[src/rtl/core/atbd_pkg.sv]
// Shared definitions for the broadcast text byte decoder.
// Set and class codes, control bytes, queue item type and set lookups.
// No dependencies.
`default_nettype none

package atbd_pkg;

  // Graphic set codes held in the G0..G3 designations
  localparam logic [3:0] SET_UNKNOWN    = 4'd0;
  localparam logic [3:0] SET_KANJI      = 4'd1;
  localparam logic [3:0] SET_ALNUM      = 4'd2;
  localparam logic [3:0] SET_HIRA       = 4'd3;
  localparam logic [3:0] SET_KATA       = 4'd4;
  localparam logic [3:0] SET_MOSAIC_A   = 4'd5;
  localparam logic [3:0] SET_MOSAIC_B   = 4'd6;
  localparam logic [3:0] SET_MOSAIC_C   = 4'd7;
  localparam logic [3:0] SET_MOSAIC_D   = 4'd8;
  localparam logic [3:0] SET_PROP_ALNUM = 4'd9;
  localparam logic [3:0] SET_PROP_HIRA  = 4'd10;
  localparam logic [3:0] SET_PROP_KATA  = 4'd11;
  localparam logic [3:0] SET_JIS_KATA   = 4'd12;
  localparam logic [3:0] SET_JIS_K1     = 4'd13;
  localparam logic [3:0] SET_JIS_K2     = 4'd14;
  localparam logic [3:0] SET_SYMBOLS    = 4'd15;

  // Character classes on the result channel
  localparam logic [2:0] CLS_SPACE    = 3'd0;
  localparam logic [2:0] CLS_NEWLINE  = 3'd1;
  localparam logic [2:0] CLS_KANJI    = 3'd2;
  localparam logic [2:0] CLS_ALNUM    = 3'd3;
  localparam logic [2:0] CLS_HIRA     = 3'd4;
  localparam logic [2:0] CLS_KATA     = 3'd5;
  localparam logic [2:0] CLS_JIS_KATA = 3'd6;
  localparam logic [2:0] CLS_SYMBOL   = 3'd7;

  // Control bytes
  localparam logic [7:0] BYTE_CR    = 8'h0D;
  localparam logic [7:0] BYTE_LS1   = 8'h0E;
  localparam logic [7:0] BYTE_LS0   = 8'h0F;
  localparam logic [7:0] BYTE_SS2   = 8'h19;
  localparam logic [7:0] BYTE_ESC   = 8'h1B;
  localparam logic [7:0] BYTE_SS3   = 8'h1D;
  localparam logic [7:0] BYTE_SP    = 8'h20;
  localparam logic [7:0] BYTE_GR_SP = 8'hA0;

  // Queue between front and back (depth must be a power of two)
  localparam int QUEUE_DEPTH = 2;
  localparam int QUEUE_PTR_W = $clog2(QUEUE_DEPTH);
  localparam int QUEUE_CNT_W = $clog2(QUEUE_DEPTH + 1);

  // One classified character travelling from front to back
  typedef struct packed {
    logic [2:0]  cls;
    logic [14:0] code;
  } atbd_item_t;

  // Escape sequence progress
  typedef enum logic [4:0] {
    ESC_IDLE = 5'b00001,
    ESC_1    = 5'b00010,
    ESC_2    = 5'b00100,
    ESC_3    = 5'b01000,
    ESC_4    = 5'b10000
  } esc_state_t;

  typedef struct packed {
    logic       ok;
    logic [2:0] cls;
  } cls_lookup_t;

  typedef struct packed {
    logic       ok;
    logic [3:0] set;
  } set_lookup_t;

  // Two-byte sets take a lead and a trail byte
  function automatic logic is_double(input logic [3:0] set);
    return (set == SET_KANJI) || (set == SET_JIS_K1) || (set == SET_JIS_K2) ||
           (set == SET_SYMBOLS);
  endfunction

  // Class of a set; mosaic, DRCS and unknown sets have none
  function automatic cls_lookup_t class_of(input logic [3:0] set);
    cls_lookup_t r;
    r.ok = 1'b1;
    unique case (set)
      SET_KANJI, SET_JIS_K1, SET_JIS_K2: r.cls = CLS_KANJI;
      SET_ALNUM, SET_PROP_ALNUM:         r.cls = CLS_ALNUM;
      SET_HIRA, SET_PROP_HIRA:           r.cls = CLS_HIRA;
      SET_KATA, SET_PROP_KATA:           r.cls = CLS_KATA;
      SET_JIS_KATA:                      r.cls = CLS_JIS_KATA;
      SET_SYMBOLS:                       r.cls = CLS_SYMBOL;
      default: begin
        r.ok  = 1'b0;
        r.cls = CLS_SPACE;
      end
    endcase
    return r;
  endfunction

  // Final byte of a graphic set designation
  function automatic set_lookup_t designate_set(input logic [7:0] b);
    set_lookup_t r;
    r.ok = 1'b1;
    unique case (b)
      8'h42:   r.set = SET_KANJI;
      8'h4A:   r.set = SET_ALNUM;
      8'h30:   r.set = SET_HIRA;
      8'h31:   r.set = SET_KATA;
      8'h32:   r.set = SET_MOSAIC_A;
      8'h33:   r.set = SET_MOSAIC_B;
      8'h34:   r.set = SET_MOSAIC_C;
      8'h35:   r.set = SET_MOSAIC_D;
      8'h36:   r.set = SET_PROP_ALNUM;
      8'h37:   r.set = SET_PROP_HIRA;
      8'h38:   r.set = SET_PROP_KATA;
      8'h49:   r.set = SET_JIS_KATA;
      8'h39:   r.set = SET_JIS_K1;
      8'h3A:   r.set = SET_JIS_K2;
      8'h3B:   r.set = SET_SYMBOLS;
      default: begin
        r.ok  = 1'b0;
        r.set = SET_UNKNOWN;
      end
    endcase
    return r;
  endfunction

  // Final byte of a DRCS designation
  function automatic logic drcs_ok(input logic [7:0] b);
    return (b[7:4] == 4'h4) || (b == 8'h70);
  endfunction

endpackage

`default_nettype wire

[src/rtl/core/atbd_front.sv]
// Front of the text byte decoder: code set state, escape parsing, lead bytes.
// Classifies each accepted byte and pushes completed characters to the queue.
// Depends on atbd_pkg.
`default_nettype none

module atbd_front
  import atbd_pkg::*;
(
  input  wire logic       clk,
  input  wire logic       rst_n,
  input  wire logic       accept,
  input  wire logic [7:0] src_byte,
  input  wire logic       last_byte,
  output logic            push,
  output atbd_item_t      item
);

  logic [3:0] g_r [4];
  logic [3:0] g_nxt [4];
  logic [1:0] gl_r, gl_nxt;
  logic [1:0] gr_r, gr_nxt;
  logic [2:0] ss_r, ss_nxt;
  esc_state_t esc_r, esc_nxt;
  logic [1:0] tgt_r, tgt_nxt;
  logic       drcs_r, drcs_nxt;
  logic       lead_v_r, lead_v_nxt;
  logic [6:0] lead_code_r, lead_code_nxt;
  logic [3:0] lead_set_r, lead_set_nxt;
  logic       lead_gr_r, lead_gr_nxt;

  logic [1:0]  sel_idx;
  logic [3:0]  sel_set;
  set_lookup_t dset;
  logic        drcs_hit;
  logic [7:0]  trail;
  cls_lookup_t lead_cls;
  cls_lookup_t byte_cls;
  logic        is_gl;
  logic        is_gr;

  // Pick the one designation this byte can use
  assign is_gl    = (src_byte >= 8'h21) && (src_byte <= 8'h7E);
  assign is_gr    = (src_byte >= 8'hA1) && (src_byte <= 8'hFE);
  assign sel_idx  = src_byte[7] ? gr_r : (ss_r[2] ? ss_r[1:0] : gl_r);
  assign sel_set  = g_r[sel_idx];
  assign dset     = designate_set(src_byte);
  assign drcs_hit = drcs_ok(src_byte);
  assign trail    = lead_gr_r ? {1'b0, src_byte[6:0]} : src_byte;
  assign lead_cls = class_of(lead_set_r);
  assign byte_cls = class_of(sel_set);

  // Decode the byte against the current state
  always_comb begin
    g_nxt         = g_r;
    gl_nxt        = gl_r;
    gr_nxt        = gr_r;
    ss_nxt        = ss_r;
    esc_nxt       = esc_r;
    tgt_nxt       = tgt_r;
    drcs_nxt      = drcs_r;
    lead_v_nxt    = lead_v_r;
    lead_code_nxt = lead_code_r;
    lead_set_nxt  = lead_set_r;
    lead_gr_nxt   = lead_gr_r;
    push          = 1'b0;
    item          = '0;

    if (accept) begin
      priority if (lead_v_r) begin
        // Trail byte: complete the two-byte code
        lead_v_nxt = 1'b0;
        push       = lead_cls.ok;
        item.cls   = lead_cls.cls;
        item.code  = {lead_code_r, trail};
      end else if (esc_r != ESC_IDLE) begin
        unique case (esc_r)
          ESC_1: begin
            esc_nxt = ESC_IDLE;
            unique case (src_byte)
              8'h6E: gl_nxt = 2'd2;
              8'h6F: gl_nxt = 2'd3;
              8'h7E: gr_nxt = 2'd1;
              8'h7D: gr_nxt = 2'd2;
              8'h7C: gr_nxt = 2'd3;
              8'h24, 8'h28: begin
                tgt_nxt = 2'd0;
                esc_nxt = ESC_2;
              end
              8'h29: begin
                tgt_nxt = 2'd1;
                esc_nxt = ESC_2;
              end
              8'h2A: begin
                tgt_nxt = 2'd2;
                esc_nxt = ESC_2;
              end
              8'h2B: begin
                tgt_nxt = 2'd3;
                esc_nxt = ESC_2;
              end
              default: esc_nxt = ESC_IDLE;
            endcase
          end
          ESC_2: begin
            esc_nxt = ESC_IDLE;
            if (dset.ok) begin
              g_nxt[tgt_r] = dset.set;
            end else begin
              unique case (src_byte)
                8'h20: begin
                  drcs_nxt = 1'b1;
                  esc_nxt  = ESC_3;
                end
                8'h28: begin
                  drcs_nxt = 1'b1;
                  tgt_nxt  = 2'd0;
                  esc_nxt  = ESC_3;
                end
                8'h29: begin
                  drcs_nxt = 1'b0;
                  tgt_nxt  = 2'd1;
                  esc_nxt  = ESC_3;
                end
                8'h2A: begin
                  drcs_nxt = 1'b0;
                  tgt_nxt  = 2'd2;
                  esc_nxt  = ESC_3;
                end
                8'h2B: begin
                  drcs_nxt = 1'b0;
                  tgt_nxt  = 2'd3;
                  esc_nxt  = ESC_3;
                end
                default: esc_nxt = ESC_IDLE;
              endcase
            end
          end
          ESC_3: begin
            esc_nxt = ESC_IDLE;
            if (drcs_r ? drcs_hit : dset.ok) begin
              g_nxt[tgt_r] = drcs_r ? SET_UNKNOWN : dset.set;
            end else if (src_byte == BYTE_SP) begin
              drcs_nxt = 1'b1;
              esc_nxt  = ESC_4;
            end
          end
          ESC_4: begin
            esc_nxt = ESC_IDLE;
            if (drcs_hit) begin
              g_nxt[tgt_r] = SET_UNKNOWN;
            end
          end
          default: esc_nxt = ESC_IDLE;
        endcase
      end else if (is_gl || is_gr) begin
        // Graphic byte: single shift applies to GL only
        if (is_gl) begin
          ss_nxt = 3'd0;
        end
        if (is_double(sel_set)) begin
          if (!last_byte) begin
            lead_v_nxt    = 1'b1;
            lead_code_nxt = src_byte[6:0];
            lead_set_nxt  = sel_set;
            lead_gr_nxt   = is_gr;
          end
        end else begin
          push      = byte_cls.ok;
          item.cls  = byte_cls.cls;
          item.code = is_gr ? {8'd0, src_byte[6:0]} : {7'd0, src_byte};
        end
      end else begin
        // Control codes; anything else is ignored
        unique case (src_byte)
          BYTE_LS0: gl_nxt = 2'd0;
          BYTE_LS1: gl_nxt = 2'd1;
          BYTE_SS2: ss_nxt = 3'b110;
          BYTE_SS3: ss_nxt = 3'b111;
          BYTE_ESC: esc_nxt = ESC_1;
          BYTE_SP, BYTE_GR_SP: begin
            push      = 1'b1;
            item.cls  = CLS_SPACE;
            item.code = {7'd0, BYTE_SP};
          end
          BYTE_CR: begin
            push      = 1'b1;
            item.cls  = CLS_NEWLINE;
            item.code = {7'd0, BYTE_CR};
          end
          default: ;
        endcase
      end

      // Return to the initial state after the last byte of a string
      if (last_byte) begin
        g_nxt[0]      = SET_KANJI;
        g_nxt[1]      = SET_ALNUM;
        g_nxt[2]      = SET_HIRA;
        g_nxt[3]      = SET_KATA;
        gl_nxt        = 2'd0;
        gr_nxt        = 2'd2;
        ss_nxt        = 3'd0;
        esc_nxt       = ESC_IDLE;
        tgt_nxt       = 2'd0;
        drcs_nxt      = 1'b0;
        lead_v_nxt    = 1'b0;
        lead_code_nxt = 7'd0;
        lead_set_nxt  = SET_UNKNOWN;
        lead_gr_nxt   = 1'b0;
      end
    end
  end

  // State registers
  always_ff @(posedge clk) begin
    if (!rst_n) begin
      g_r[0]   <= SET_KANJI;
      g_r[1]   <= SET_ALNUM;
      g_r[2]   <= SET_HIRA;
      g_r[3]   <= SET_KATA;
      gl_r     <= 2'd0;
      gr_r     <= 2'd2;
      ss_r     <= 3'd0;
      esc_r    <= ESC_IDLE;
      tgt_r    <= 2'd0;
      drcs_r   <= 1'b0;
      lead_v_r <= 1'b0;
    end else begin
      g_r      <= g_nxt;
      gl_r     <= gl_nxt;
      gr_r     <= gr_nxt;
      ss_r     <= ss_nxt;
      esc_r    <= esc_nxt;
      tgt_r    <= tgt_nxt;
      drcs_r   <= drcs_nxt;
      lead_v_r <= lead_v_nxt;
    end
  end

  // Lead byte payload
  always_ff @(posedge clk) begin
    lead_code_r <= lead_code_nxt;
    lead_set_r  <= lead_set_nxt;
    lead_gr_r   <= lead_gr_nxt;
  end

endmodule

`default_nettype wire

[src/rtl/core/atbd_queue.sv]
// Short queue of classified characters between decoder front and back.
// Flip-flop storage, one push while not full and one pop while not empty per cycle.
// Depends on atbd_pkg.
`default_nettype none

module atbd_queue
  import atbd_pkg::*;
(
  input  wire logic       clk,
  input  wire logic       rst_n,
  input  wire logic       push,
  input  wire atbd_item_t push_item,
  input  wire logic       pop,
  output logic            full,
  output logic            head_valid,
  output atbd_item_t      head_item
);

  atbd_item_t             q_r [QUEUE_DEPTH];
  logic [QUEUE_PTR_W-1:0] wr_ptr_r, wr_ptr_nxt;
  logic [QUEUE_PTR_W-1:0] rd_ptr_r, rd_ptr_nxt;
  logic [QUEUE_CNT_W-1:0] cnt_r, cnt_nxt;

  assign full       = (cnt_r == QUEUE_CNT_W'(QUEUE_DEPTH));
  assign head_valid = (cnt_r != '0);
  assign head_item  = q_r[rd_ptr_r];

  // Advance pointers and count
  always_comb begin
    wr_ptr_nxt = push ? wr_ptr_r + 1'b1 : wr_ptr_r;
    rd_ptr_nxt = pop ? rd_ptr_r + 1'b1 : rd_ptr_r;
    cnt_nxt    = cnt_r;
    if (push && !pop) begin
      cnt_nxt = cnt_r + 1'b1;
    end else if (pop && !push) begin
      cnt_nxt = cnt_r - 1'b1;
    end
  end

  always_ff @(posedge clk) begin
    if (!rst_n) begin
      wr_ptr_r <= '0;
      rd_ptr_r <= '0;
      cnt_r    <= '0;
    end else begin
      wr_ptr_r <= wr_ptr_nxt;
      rd_ptr_r <= rd_ptr_nxt;
      cnt_r    <= cnt_nxt;
    end
  end

  // Write the entry storage
  always_ff @(posedge clk) begin
    if (push) begin
      q_r[wr_ptr_r] <= push_item;
    end
  end

  a_cnt_bound: assert property (@(posedge clk) disable iff (!rst_n)
    cnt_r <= QUEUE_CNT_W'(QUEUE_DEPTH))
    else $error("queue count beyond depth");

  a_no_overflow: assert property (@(posedge clk) disable iff (!rst_n)
    push |-> !full)
    else $error("push into full queue");

  a_no_underflow: assert property (@(posedge clk) disable iff (!rst_n)
    pop |-> head_valid)
    else $error("pop from empty queue");

  a_cnt_grow: assert property (@(posedge clk) disable iff (!rst_n)
    (push && !pop) |=> (cnt_r == $past(cnt_r) + 1'b1))
    else $error("queue count did not follow push");

endmodule

`default_nettype wire

[src/rtl/core/atbd_back.sv]
// Back of the text byte decoder: Shift-JIS and symbol row lookup, output register.
// Takes characters from the queue and presents them on the result channel.
// Depends on atbd_pkg.
`default_nettype none

module atbd_back
  import atbd_pkg::*;
(
  input  wire logic       clk,
  input  wire logic       rst_n,
  input  wire logic       head_valid,
  input  wire atbd_item_t head_item,
  output logic            pop,
  output logic            out_valid,
  input  wire logic       out_ready,
  output logic [2:0]      out_char_class,
  output logic [14:0]     out_char_code,
  output logic [15:0]     out_shift_jis_code,
  output logic [2:0]      out_symbol_row,
  output logic [6:0]      out_symbol_offset
);

  // Additional symbol ranges
  localparam logic [14:0] SYM0_LO = 15'h7A50;
  localparam logic [14:0] SYM0_HI = 15'h7A74;
  localparam logic [14:0] SYM1_LO = 15'h7C21;
  localparam logic [14:0] SYM1_HI = 15'h7C7B;
  localparam logic [14:0] SYM2_LO = 15'h7D21;
  localparam logic [14:0] SYM2_HI = 15'h7D7B;
  localparam logic [14:0] SYM3_LO = 15'h7E21;
  localparam logic [14:0] SYM3_HI = 15'h7E7D;
  localparam logic [2:0]  SYM_ROW_NONE = 3'd4;

  logic        out_valid_r, out_valid_nxt;
  logic [2:0]  cls_r;
  logic [14:0] code_r;
  logic [15:0] sjis_r, sjis_nxt;
  logic [2:0]  row_r, row_nxt;
  logic [6:0]  off_r, off_nxt;
  logic [14:0] diff;

  // JIS row/cell to Shift-JIS
  function automatic logic [15:0] to_sjis(input logic [14:0] code);
    logic [6:0] h;
    logic [8:0] lo;
    logic [5:0] hh;
    logic [7:0] hi;
    h = code[14:8] - 7'h21;
    if (h[0]) begin
      lo = {1'b0, code[7:0]} + 9'h07E;
    end else begin
      lo = {1'b0, code[7:0]} + 9'h01F;
      if ((lo >= 9'h07F) && (lo <= 9'h09D)) begin
        lo = lo + 9'd1;
      end
    end
    hh = h[6:1];
    hi = (hh <= 6'h1E) ? ({2'b00, hh} + 8'h81) : ({2'b00, hh} + 8'hC1);
    return {hi, lo[7:0]};
  endfunction

  // Load the output register whenever it is empty or being taken
  assign pop           = head_valid && (!out_valid_r || out_ready);
  assign out_valid_nxt = pop ? 1'b1 : (out_ready ? 1'b0 : out_valid_r);

  // Work out Shift-JIS and symbol position of the head character
  always_comb begin
    sjis_nxt = '0;
    row_nxt  = '0;
    off_nxt  = '0;
    diff     = '0;
    if (head_item.cls == CLS_KANJI) begin
      sjis_nxt = to_sjis(head_item.code);
    end
    if (head_item.cls == CLS_SYMBOL) begin
      priority if ((head_item.code >= SYM0_LO) && (head_item.code <= SYM0_HI)) begin
        row_nxt = 3'd0;
        diff    = head_item.code - SYM0_LO;
      end else if ((head_item.code >= SYM1_LO) && (head_item.code <= SYM1_HI)) begin
        row_nxt = 3'd1;
        diff    = head_item.code - SYM1_LO;
      end else if ((head_item.code >= SYM2_LO) && (head_item.code <= SYM2_HI)) begin
        row_nxt = 3'd2;
        diff    = head_item.code - SYM2_LO;
      end else if ((head_item.code >= SYM3_LO) && (head_item.code <= SYM3_HI)) begin
        row_nxt = 3'd3;
        diff    = head_item.code - SYM3_LO;
      end else begin
        row_nxt = SYM_ROW_NONE;
      end
      off_nxt = diff[6:0];
    end
  end

  always_ff @(posedge clk) begin
    if (!rst_n) begin
      out_valid_r <= 1'b0;
    end else begin
      out_valid_r <= out_valid_nxt;
    end
  end

  // Result payload
  always_ff @(posedge clk) begin
    if (pop) begin
      cls_r  <= head_item.cls;
      code_r <= head_item.code;
      sjis_r <= sjis_nxt;
      row_r  <= row_nxt;
      off_r  <= off_nxt;
    end
  end

  assign out_valid          = out_valid_r;
  assign out_char_class     = cls_r;
  assign out_char_code      = code_r;
  assign out_shift_jis_code = sjis_r;
  assign out_symbol_row     = row_r;
  assign out_symbol_offset  = off_r;

endmodule

`default_nettype wire

[src/rtl/core/arib_text_byte_decoder.sv]
// Broadcast 8-unit text byte decoder, top level.
// Input channel: one raw string byte per request (in_src_byte) with
// in_last_byte marking the final byte of a string. The decoder keeps the
// G0..G3 designations, GL/GR invocations, single shift, escape progress and
// a pending lead byte, and returns all of it to the initial state after the
// last byte.
// Result channel: one request per completed character with class, code,
// Shift-JIS code (kanji class) and symbol row/offset (symbol class).
// Control bytes other than the spaces and CR, escape bytes, lead bytes and
// characters of mosaic, DRCS or unknown sets give no result.
// Throughput: one byte per cycle while in_ready is high. A result is
// written into the queue when its completing byte is accepted, then
// moves into the output register once that register is empty or being
// taken by the receiver.
// When the receiver stalls, the two-entry queue and the output register
// absorb results; in_ready falls once the queue is full.
// Reset (rst_n low, synchronous) restores the initial code set state and
// empties queue and output register.
// Depends on atbd_pkg, atbd_front, atbd_queue, atbd_back.
`default_nettype none

module arib_text_byte_decoder
  import atbd_pkg::*;
(
  input  wire logic        clk,
  input  wire logic        rst_n,
  input  wire logic        in_valid,
  output logic             in_ready,
  input  wire logic [7:0]  in_src_byte,
  input  wire logic        in_last_byte,
  output logic             out_valid,
  input  wire logic        out_ready,
  output logic [2:0]       out_char_class,
  output logic [14:0]      out_char_code,
  output logic [15:0]      out_shift_jis_code,
  output logic [2:0]       out_symbol_row,
  output logic [6:0]       out_symbol_offset
);

  logic       accept;
  logic       push;
  atbd_item_t push_item;
  logic       q_full;
  logic       pop;
  logic       head_valid;
  atbd_item_t head_item;

  // Take a byte whenever the queue has room for its result
  assign in_ready = !q_full;
  assign accept   = in_valid && in_ready;

  atbd_front u_front (
    .clk       (clk),
    .rst_n     (rst_n),
    .accept    (accept),
    .src_byte  (in_src_byte),
    .last_byte (in_last_byte),
    .push      (push),
    .item      (push_item)
  );

  atbd_queue u_queue (
    .clk        (clk),
    .rst_n      (rst_n),
    .push       (push),
    .push_item  (push_item),
    .pop        (pop),
    .full       (q_full),
    .head_valid (head_valid),
    .head_item  (head_item)
  );

  atbd_back u_back (
    .clk                (clk),
    .rst_n              (rst_n),
    .head_valid         (head_valid),
    .head_item          (head_item),
    .pop                (pop),
    .out_valid          (out_valid),
    .out_ready          (out_ready),
    .out_char_class     (out_char_class),
    .out_char_code      (out_char_code),
    .out_shift_jis_code (out_shift_jis_code),
    .out_symbol_row     (out_symbol_row),
    .out_symbol_offset  (out_symbol_offset)
  );

endmodule

`default_nettype wire
[config.mk]
export PLATFORM = sky130hd
export DESIGN_NAME = arib_text_byte_decoder
export DESIGN_NICKNAME = d
export VERILOG_FILES = /design/src/rtl/core/atbd_pkg.sv /design/src/rtl/core/atbd_front.sv /design/src/rtl/core/atbd_queue.sv /design/src/rtl/core/atbd_back.sv /design/src/rtl/core/arib_text_byte_decoder.sv
export SDC_FILE = /design/constraint.sdc
export NUM_CORES = 1
export LEC_CHECK = 0
export BUFFER_PORTS_ARGS = -buffer_cell sky130_fd_sc_hd__buf_2
export CAP_MARGIN = 15
export CORE_AREA = 4 4 134 136
export CTS_BUF_LIST = sky130_fd_sc_hd__clkbuf_8
export DETAILED_ROUTE_END_ITERATION = 10
export DIE_AREA = 0 0 138 140
export GPL_ROUTABILITY_DRIVEN = 0
export PLACE_DENSITY_LB_ADDON = 0.08
export SLEW_MARGIN = 20
export SYNTH_ARGS = -nofsm -noshare
export SYNTH_HDL_FRONTEND = slang
export SYNTH_HIERARCHICAL = 1
export SYNTH_SLANG_ARGS = --single-unit
[constraint.sdc]
create_clock -name clk -period 11.98 [get_ports clk]
set_input_delay 2.396 -clock clk [delete_from_list [all_inputs] [get_ports clk]]
set_output_delay 2.396 -clock clk [all_outputs]
set_load 0.02 [all_outputs]
==> results.rst, run 1 <==
.. list-table::
   :header-rows: 1

   * - Metric
     - Value
   * - Net count of the finished layout
     - 861
   * - Slowest stage cell, crit path
     - and2_1
   * - TritonCTS clock tree
     - built
   * - Cts-stage hold buffer count
     - 0
   * - Die Height
     - 140 µm
   * - Top_reg_cell synth
     - edfxtp_1
   * - Overall global routing resource usage
     - 19.2%
   * - RSZ-0062 raised after global routing
     - false
   * - Startpoint types
     - primary input
   * - Initial antenna violation count
     - 0
   * - Vias
     - 6,196
   * - Die width
     - 138 µm
   * - Hpwl dp
     - 13,400 µm
   * - Gate family responsible for the most delay along the worst path
     - simple AND/OR/NAND/NOR gates
   * - Max-capacitance violation count
     - 0
   * - DR vias/cell
     - 5.81
   * - Worst min-delay path startpoint
     - u_front/g_r[11]
   * - Post-synthesis share of cell area spent on full adders, half adders and majority gates
     - 3.34%
   * - Type of the worst min-delay path
     - register to register
   * - Critical R2R Capture
     - u_back/out_shift_jis_code[4]
   * - Slew Limit Fails
     - 0
   * - Logic depth of the worst register-to-register path
     - 10
   * - Peak ir drop on the vdd network
     - 0.0000862 V
   * - Post-synth net total
     - 823
   * - Ranking of synthesized cells by instance count
     - edfxtp_1, nor2_1, nand2_1
   * - Critical path cell sequence
     - buf_2 -> nor3_1 -> a221oi_2 -> or2_2 -> mux2i_1 -> a22oi_1 -> o22ai_1 -> and2_1
   * - Total number of placement rows
     - 48
   * - Filler Cell Count
     - 1,603
   * - EDFF count, synth
     - 92
   * - Syn Std Cell Area
     - 7790 µm²
   * - Mean Syn Cell Area
     - 9.87 µm²
   * - Post-route setup slack
     - 6930 ps
   * - Clock skew
     - 11.9 ps
   * - Fraction of synthesis flops using an asynchronous set or reset pin
     - 0%
   * - Share of cells above drive strength 1
     - 18.5%
   * - Category of the critical setup timing path
     - primary input to register
   * - Number of detailed-routing iterations run before antenna repair
     - 6
   * - Setup Viol. Count Final
     - 0
   * - Type of destination of the critical path
     - register
   * - Final ANT Viol Nets
     - 0
   * - Min Clock Period, post-route
     - 5050 ps
   * - Quantity of I/O buffers inserted on ports
     - 58
   * - Final core utilization
     - 50.9%
   * - Run status
     - finished clean
   * - Dominant combinational cell family by area after synthesis
     - simple AND/OR/NAND/NOR gates
   * - Overall Power
     - 1600 µW
   * - Most area-consuming cells after synthesis
     - edfxtp_1, dfxtp_1, mux2_2, ha_1, nor2_1
   * - Hold Violations, Final
     - 0
   * - Post-CTS setup buffers
     - 0
   * - Post-synthesis sequential area ratio
     - 44.9%
   * - Fraction of synthesized area in multiplexers
     - 6.81%
   * - Wire length of the first global-routing pass
     - 30,700 µm
   * - Maximum number of pins on one net before global-route repair
     - 47
   * - CTS-repair resized insts
     - 0
   * - Placement-stage worst setup slack
     - 6450 ps
   * - Number of remaining DRC errors
     - 0
   * - Reg2Reg Setup Slack
     - 8000 ps
   * - Worst-Skew Late Latency
     - 440 ps
   * - Max Root-Sink Buffers
     - 2
   * - Diode count
     - 0
   * - Required arrival time at the worst endpoint
     - 12,050 ps
   * - CTS buffer count
     - 17
   * - Areal power density over the cells
     - 185 nW/µm²
   * - XOR/XNOR Fraction of Synth Area
     - 2.83%
   * - Setup tns final
     - 0 ps
   * - Clock Pin Slew Worst Setup and Hold Paths
     - 80 ps
   * - Buf+Inv Stages, Crit Path
     - 1
   * - Starting DRC count in detailed routing
     - 673
   * - Std-Cell Core Area
     - 16,900 µm²
   * - Initial core utilization
     - 46.0%
   * - Clock Root Buffer
     - clkbuf_8
   * - Final worst hold slack
     - 501 ps
   * - Average wire per standard cell
     - 17.5 µm
   * - Worst stage delay on the critical path
     - 730 ps
   * - Post-Syn Instances
     - 790
   * - Proportion of netlist area held by the largest area contributor
     - 35.4%
   * - Simple logic cell fraction of the synthesized area
     - 22.1%
   * - Most frequent cell after synthesis
     - edfxtp_1
   * - Post-synthesis to final-layout area growth
     - 10.6%
   * - Tightest slew margin relative to the limit
     - 37.4%
   * - DIE AREA
     - 19,300 µm²
   * - Count of warnings emitted by yosys
     - 6
   * - Period utilisation layout
     - 42.1%
   * - IO Pins
     - 59
   * - # clock sinks
     - 129
   * - Biggest area consumer among synthesized cells
     - edfxtp_1
   * - Compound-gate portion of the synthesized area
     - 16.4%
   * - Worst path arrival time
     - 5120 ps
   * - H-tree levels
     - 4
   * - Drt total wl
     - 18,600 µm
   * - Unique masters post-synth
     - 80
   * - Crit-path max FO
     - 18
   * - Hold Crit Depth
     - 2
   * - FF+latch count, synth
     - 129
   * - Via count of the first global-routing pass
     - 6,145
   * - Transition time at the pin with the least slew margin
     - 937 ps
   * - Static leakage
     - 0.00317 µW
   * - Fmax
     - 198 MHz
   * - GR Overflow Total
     - 0
   * - Hold Path Sink
     - u_front/g_r[11]
## cell type report
cell class                      instances  area (µm²)  share of cell area [%]
Tap cell                              225         282                    3.27
Sequential cell                       129        3500                    40.6
Clock buffer                           17         234                    2.71
Timing Repair Buffer                   64         335                    3.89
Clock inverter                         15         173                    2.00
Multi-Input combinational cell        595        4020                    46.6
Inverter                               21        78.8                   0.914
## state kept, by name, indices dropped and copies added (netlist names), 3 cells and up, named ones only
register                   cells
u_front/lead_set_r             4
u_front/esc_r                  5
u_back/out_char_code          15
u_front/g_r                   16
u_queue/q_r                   36
u_back/out_shift_jis_code     16
u_back/out_char_class          3
u_back/out_symbol_offset       7
u_front/lead_code_r            7
u_back/out_symbol_row          3
## logic make-up after synthesis
kind of cell | after synthesis
AOI/OAI and AO/OA | 190
xor gates and xnor gates | 23
adders and majority gates | 21
buffers and inverters | 66
DFF | 129
muxes | 48
and+or+nand+nor | 313
## power breakdown
part	switching (µW)	internal [µW]	leakage (µW)
clock network	189	190	0.000196
registers	31.4	587	0.00117
logic	392	209	0.00180
## worst max path at each step
| stage | start | to | cells after the start |
|---|---|---|---|
| global route | in_src_byte[7] | u_queue/q_r[1][6] | 8 |
| global placement | in_src_byte[7] | u_queue/q_r[1][10] | 8 |
| detailed placement | in_src_byte[7] | u_queue/q_r[1][12] | 8 |
| CTS | in_src_byte[7] | u_queue/q_r[1][12] | 8 |
| finish | in_src_byte[7] | u_queue/q_r[1][12] | 8 |
| floorplan | out_ready | u_queue/cnt_r[1] | 6 |
## tightest hold or removal path: cells and delay by family (launching register included)
kind            cells  cell delay, ps
compound gates      1              70
flops               1             330
buf+inv             1              50
## per-layer routing
| layer | vias up | wire [µm] | GRT usage, % |
|---|---|---|---|
| li1 | 3013 | - | - |
| met1 | 2968 | 7850 | 22.6 |
| met2 | 189 | 9620 | 34.3 |
| met3 | 26 | 779 | 3.93 |
| met4 | 0 | 370 | 7.70 |
| met5 | - | 0 | 0 |
## metrics by stage
step	cells	area, µm²
CTS	1066	8620
global placement	1034	8210
finish	1066	8620
global route	1066	8620
detailed placement	1034	8210
floorplan	790	7790
## cells in the final DEF (no fill, tap or decap), types with 9 or more instances in the layout
cell type	instances
a31oi_1	9
and3_1	20
nor2_1	56
o31ai_1	10
and2_1	20
inv_1	21
mux2_2	30
nor3_1	21
dfxtp_1	37
clkbuf_8	17
mux2i_1	17
nand3_1	29
ha_1	20
a21oi_1	40
a211oi_1	9
o211ai_1	11
nand4_1	9
edfxtp_1	92
buf_2	58
nand2_1	55
xnor2_1	17
o22ai_1	12
o21ai_0	41
nand2b_1	14
nor2b_1	31
Power figures use the tool's default switching activity.
==> inputs of run 2 (changes only) <==
==> constraint.sdc (replaced) <==
create_clock -name clk -period 5.1 [get_ports clk]
set_input_delay 1.02 -clock clk [delete_from_list [all_inputs] [get_ports clk]]
set_output_delay 1.02 -clock clk [all_outputs]
set_load 0.02 [all_outputs]
==> run 2 against run 1 <==
Combinational power up 140%. Clock-buffer cell count unchanged. Via count about the same. Highest routed layer unchanged.
==> results.rst, run 2 (synthesized netlist as in run 1, its figures left out) <==
.. list-table::
   :header-rows: 1

   * - Metric
     - Value
   * - Run status
     - finished clean
   * - RSZ-0062 raised after global routing
     - false
   * - Average wire per standard cell
     - 17.2 µm (-1.4%)
   * - Most common cell after layout, fill and taps aside
     - edfxtp_1
   * - Number of detailed-routing iterations run before antenna repair
     - 7 (+1)
   * - Post-CTS setup buffers
     - 0 (unchanged)
   * - Net count of the finished layout
     - 863 (+0.23%)
   * - Transition time at the pin with the least slew margin
     - 801 ps (-136 ps)
   * - Initial antenna violation count
     - 0 (unchanged)
   * - Count of non-filler cells in the finished layout
     - 1,068 (+0.19%)
   * - Critical R2R Capture
     - u_back/out_shift_jis_code[3]
   * - Worst-Skew Late Latency
     - 440 ps (about the same)
   * - IO Pins
     - 59 (unchanged)
   * - Starting DRC count in detailed routing
     - 534 (-21%)
   * - Wire length of the first global-routing pass
     - 30,900 µm (+0.70%)
   * - Number of flip-flops in the largest register
     - 36 (unchanged)
   * - Hold Violations, Final
     - 0 (unchanged)
   * - Crit-path max FO
     - 18 (unchanged)
   * - DIE AREA
     - 19,300 µm² (unchanged)
   * - CTS-repair resized insts
     - 0 (unchanged)
   * - Largest Register
     - u_queue/q_r
   * - Commonest non-fill, non-tap cells in the layout
     - edfxtp_1, buf_2, nor2_1
   * - Fin area
     - 8660 µm² (+0.41%)
   * - Period utilisation layout
     - 77.2%
   * - Peak ir drop on the vdd network
     - 0.000184 V (+110%)
   * - Setup tns final
     - 0 ps (unchanged)
   * - Drt total wl
     - 18,400 µm (-1.2%)
   * - Diode count
     - 0 (unchanged)
   * - Clock Root Buffer
     - clkbuf_8
   * - Min Clock Period, post-route
     - 3940 ps
   * - Maximum number of pins on one net before global-route repair
     - 47 (unchanged)
   * - Startpoint types
     - register
   * - Std-Cell Core Area
     - 16,900 µm² (unchanged)
   * - Post-synthesis to final-layout area growth
     - 11.0%
   * - Fmax
     - 254 MHz
   * - Hold Crit Depth
     - 2 (unchanged)
   * - Via count of the first global-routing pass
     - 6,109 (-0.59%)
   * - Hpwl dp
     - 13,200 µm (-1.4%)
   * - Die width
     - 138 µm (unchanged)
   * - TritonCTS clock tree
     - built
   * - Tightest slew margin relative to the limit
     - 46.1% (+8.7 points)
   * - Quantity of I/O buffers inserted on ports
     - 58 (unchanged)
   * - H-tree levels
     - 4 (unchanged)
   * - Overall global routing resource usage
     - 19.3% (+0.14 points)
   * - CTS buffer count
     - 17 (unchanged)
   * - Required arrival time at the worst endpoint
     - 5400 ps (-6650 ps)
   * - Filler Cell Count
     - 1,608 (+0.31%)
   * - Share of cells above drive strength 1
     - 18.4% (-0.16 points)
   * - Slew Limit Fails
     - 0 (unchanged)
   * - Static leakage
     - 0.00319 µW (+0.70%)
   * - DR vias/cell
     - 5.81 (about the same)
   * - Total number of placement rows
     - 48 (unchanged)
   * - Worst path arrival time
     - 4240 ps (-880 ps)
   * - Vias
     - 6,202 (+0.097%)
   * - Category of the critical setup timing path
     - register to register
   * - Logic depth of the worst register-to-register path
     - 10 (unchanged)
   * - Final ANT Viol Nets
     - 0 (unchanged)
   * - Reg2Reg Setup Slack
     - 1160 ps (-6840 ps)
   * - Cell count after placement
     - 1,036 (+0.19%)
   * - Number of remaining DRC errors
     - 0 (unchanged)
   * - GR Overflow Total
     - 0 (unchanged)
   * - Hold Path Sink
     - u_front/ss_r[0]
   * - Type of destination of the critical path
     - register
   * - Die Height
     - 140 µm (unchanged)
   * - Clock Pin Slew Worst Setup and Hold Paths
     - 80 ps (about the same)
   * - Max Root-Sink Buffers
     - 2 (unchanged)
   * - Initial core utilization
     - 46.0% (unchanged)
   * - Setup Viol. Count Final
     - 0 (unchanged)
   * - Type of the worst min-delay path
     - register to register
   * - Clock skew
     - 11.1 ps (-0.789 ps)
   * - Areal power density over the cells
     - 440 nW/µm² (+140%)
   * - Post-placement cell area
     - 8230 µm² (+0.18%)
   * - Cts-stage hold buffer count
     - 0 (unchanged)
   * - Max-capacitance violation count
     - 0 (unchanged)
   * - # clock sinks
     - 129 (unchanged)
   * - Worst min-delay path startpoint
     - u_front/ss_r[0]
[run 2: cell types whose count changed in the layout (fill, tap and decap cells not counted)]
cell / previous run / this run
clkinvlp_4: 3 / 4
inv_8: 1 / 0
clkinv_2: 0 / 1
inv_1: 21 / 23
clkinv_4: 4 / 1
buf_4: 6 / 8
inv_6: 5 / 2
bufinv_16: 2 / 4
clkinv_1: 0 / 1
[run 2: final cells by class]
cell class	instances	area, µm²	share of cell area (%)
clock buffer	17	234	2.70
clock inverter	15	193	2.23
inverter	21	78.8	0.911
multi-input combinational	595	4020	46.4
sequential	129	3500	40.5
tap	225	282	3.25
timing repair buffer	66	350	4.05
[run 2: how the worst max path moves through the flow]
| stage | to | slack (ps) | start | cells after the start |
|---|---|---|---|---|
| after detailed placement | u_queue/q_r[1][12] | 1050 | in_src_byte[7] | 8 |
| after global placement | u_queue/q_r[1][11] | 1160 | in_src_byte[7] | 8 |
| after global routing | u_back/out_shift_jis_code[3] | 960 | register | 10 |
| after CTS | u_back/out_shift_jis_code[3] | 1130 | register | 10 |
| final | u_back/out_shift_jis_code[3] | 1160 | register | 10 |
| after floorplan | u_queue/cnt_r[1] | 920 | out_ready | 6 |
[run 2: worst max-delay path, cell delays in order, from the launching register on]
cell     delay [ps]
dfxtp_1         820
mux2_2          540
inv_1           200
ha_1            250
or3b_1          460
a21oi_2         330
xnor2_1         230
and3_1          310
nor2_2           90
or4_1           470
nand3_1          80
[run 2: power breakdown]
group / total, µW / internal (µW) / switching [µW]
combinational: 1420 / 493 / 924
clock: 941 / 529 / 412
sequential: 1450 / 1380 / 71.7
[run 2: metal layers]
metal  vias to the layer above  track usage, %  wire length, µm
li1                       3027               -                -
met1                      2954            23.1             7780
met2                       169            33.7             9340
met3                        52            3.86              689
met4                         0            8.74              590
met5                         -               0                0
[run 2: metrics by stage]
stage | setup WS [ps] | power, µW | util (%) | hold WS, ps
2_1_floorplan | 922 | 2550 | - | 457
3_3_place_gp | 1160 | 2870 | 48.6 | 482
3_5_place_dp | 1050 | 2890 | 48.6 | 488
4_1_cts | 1130 | 3850 | 51.1 | 499
5_1_grt | 958 | 4050 | 51.1 | 526
6_report | 1160 | 3810 | 51.1 | 494
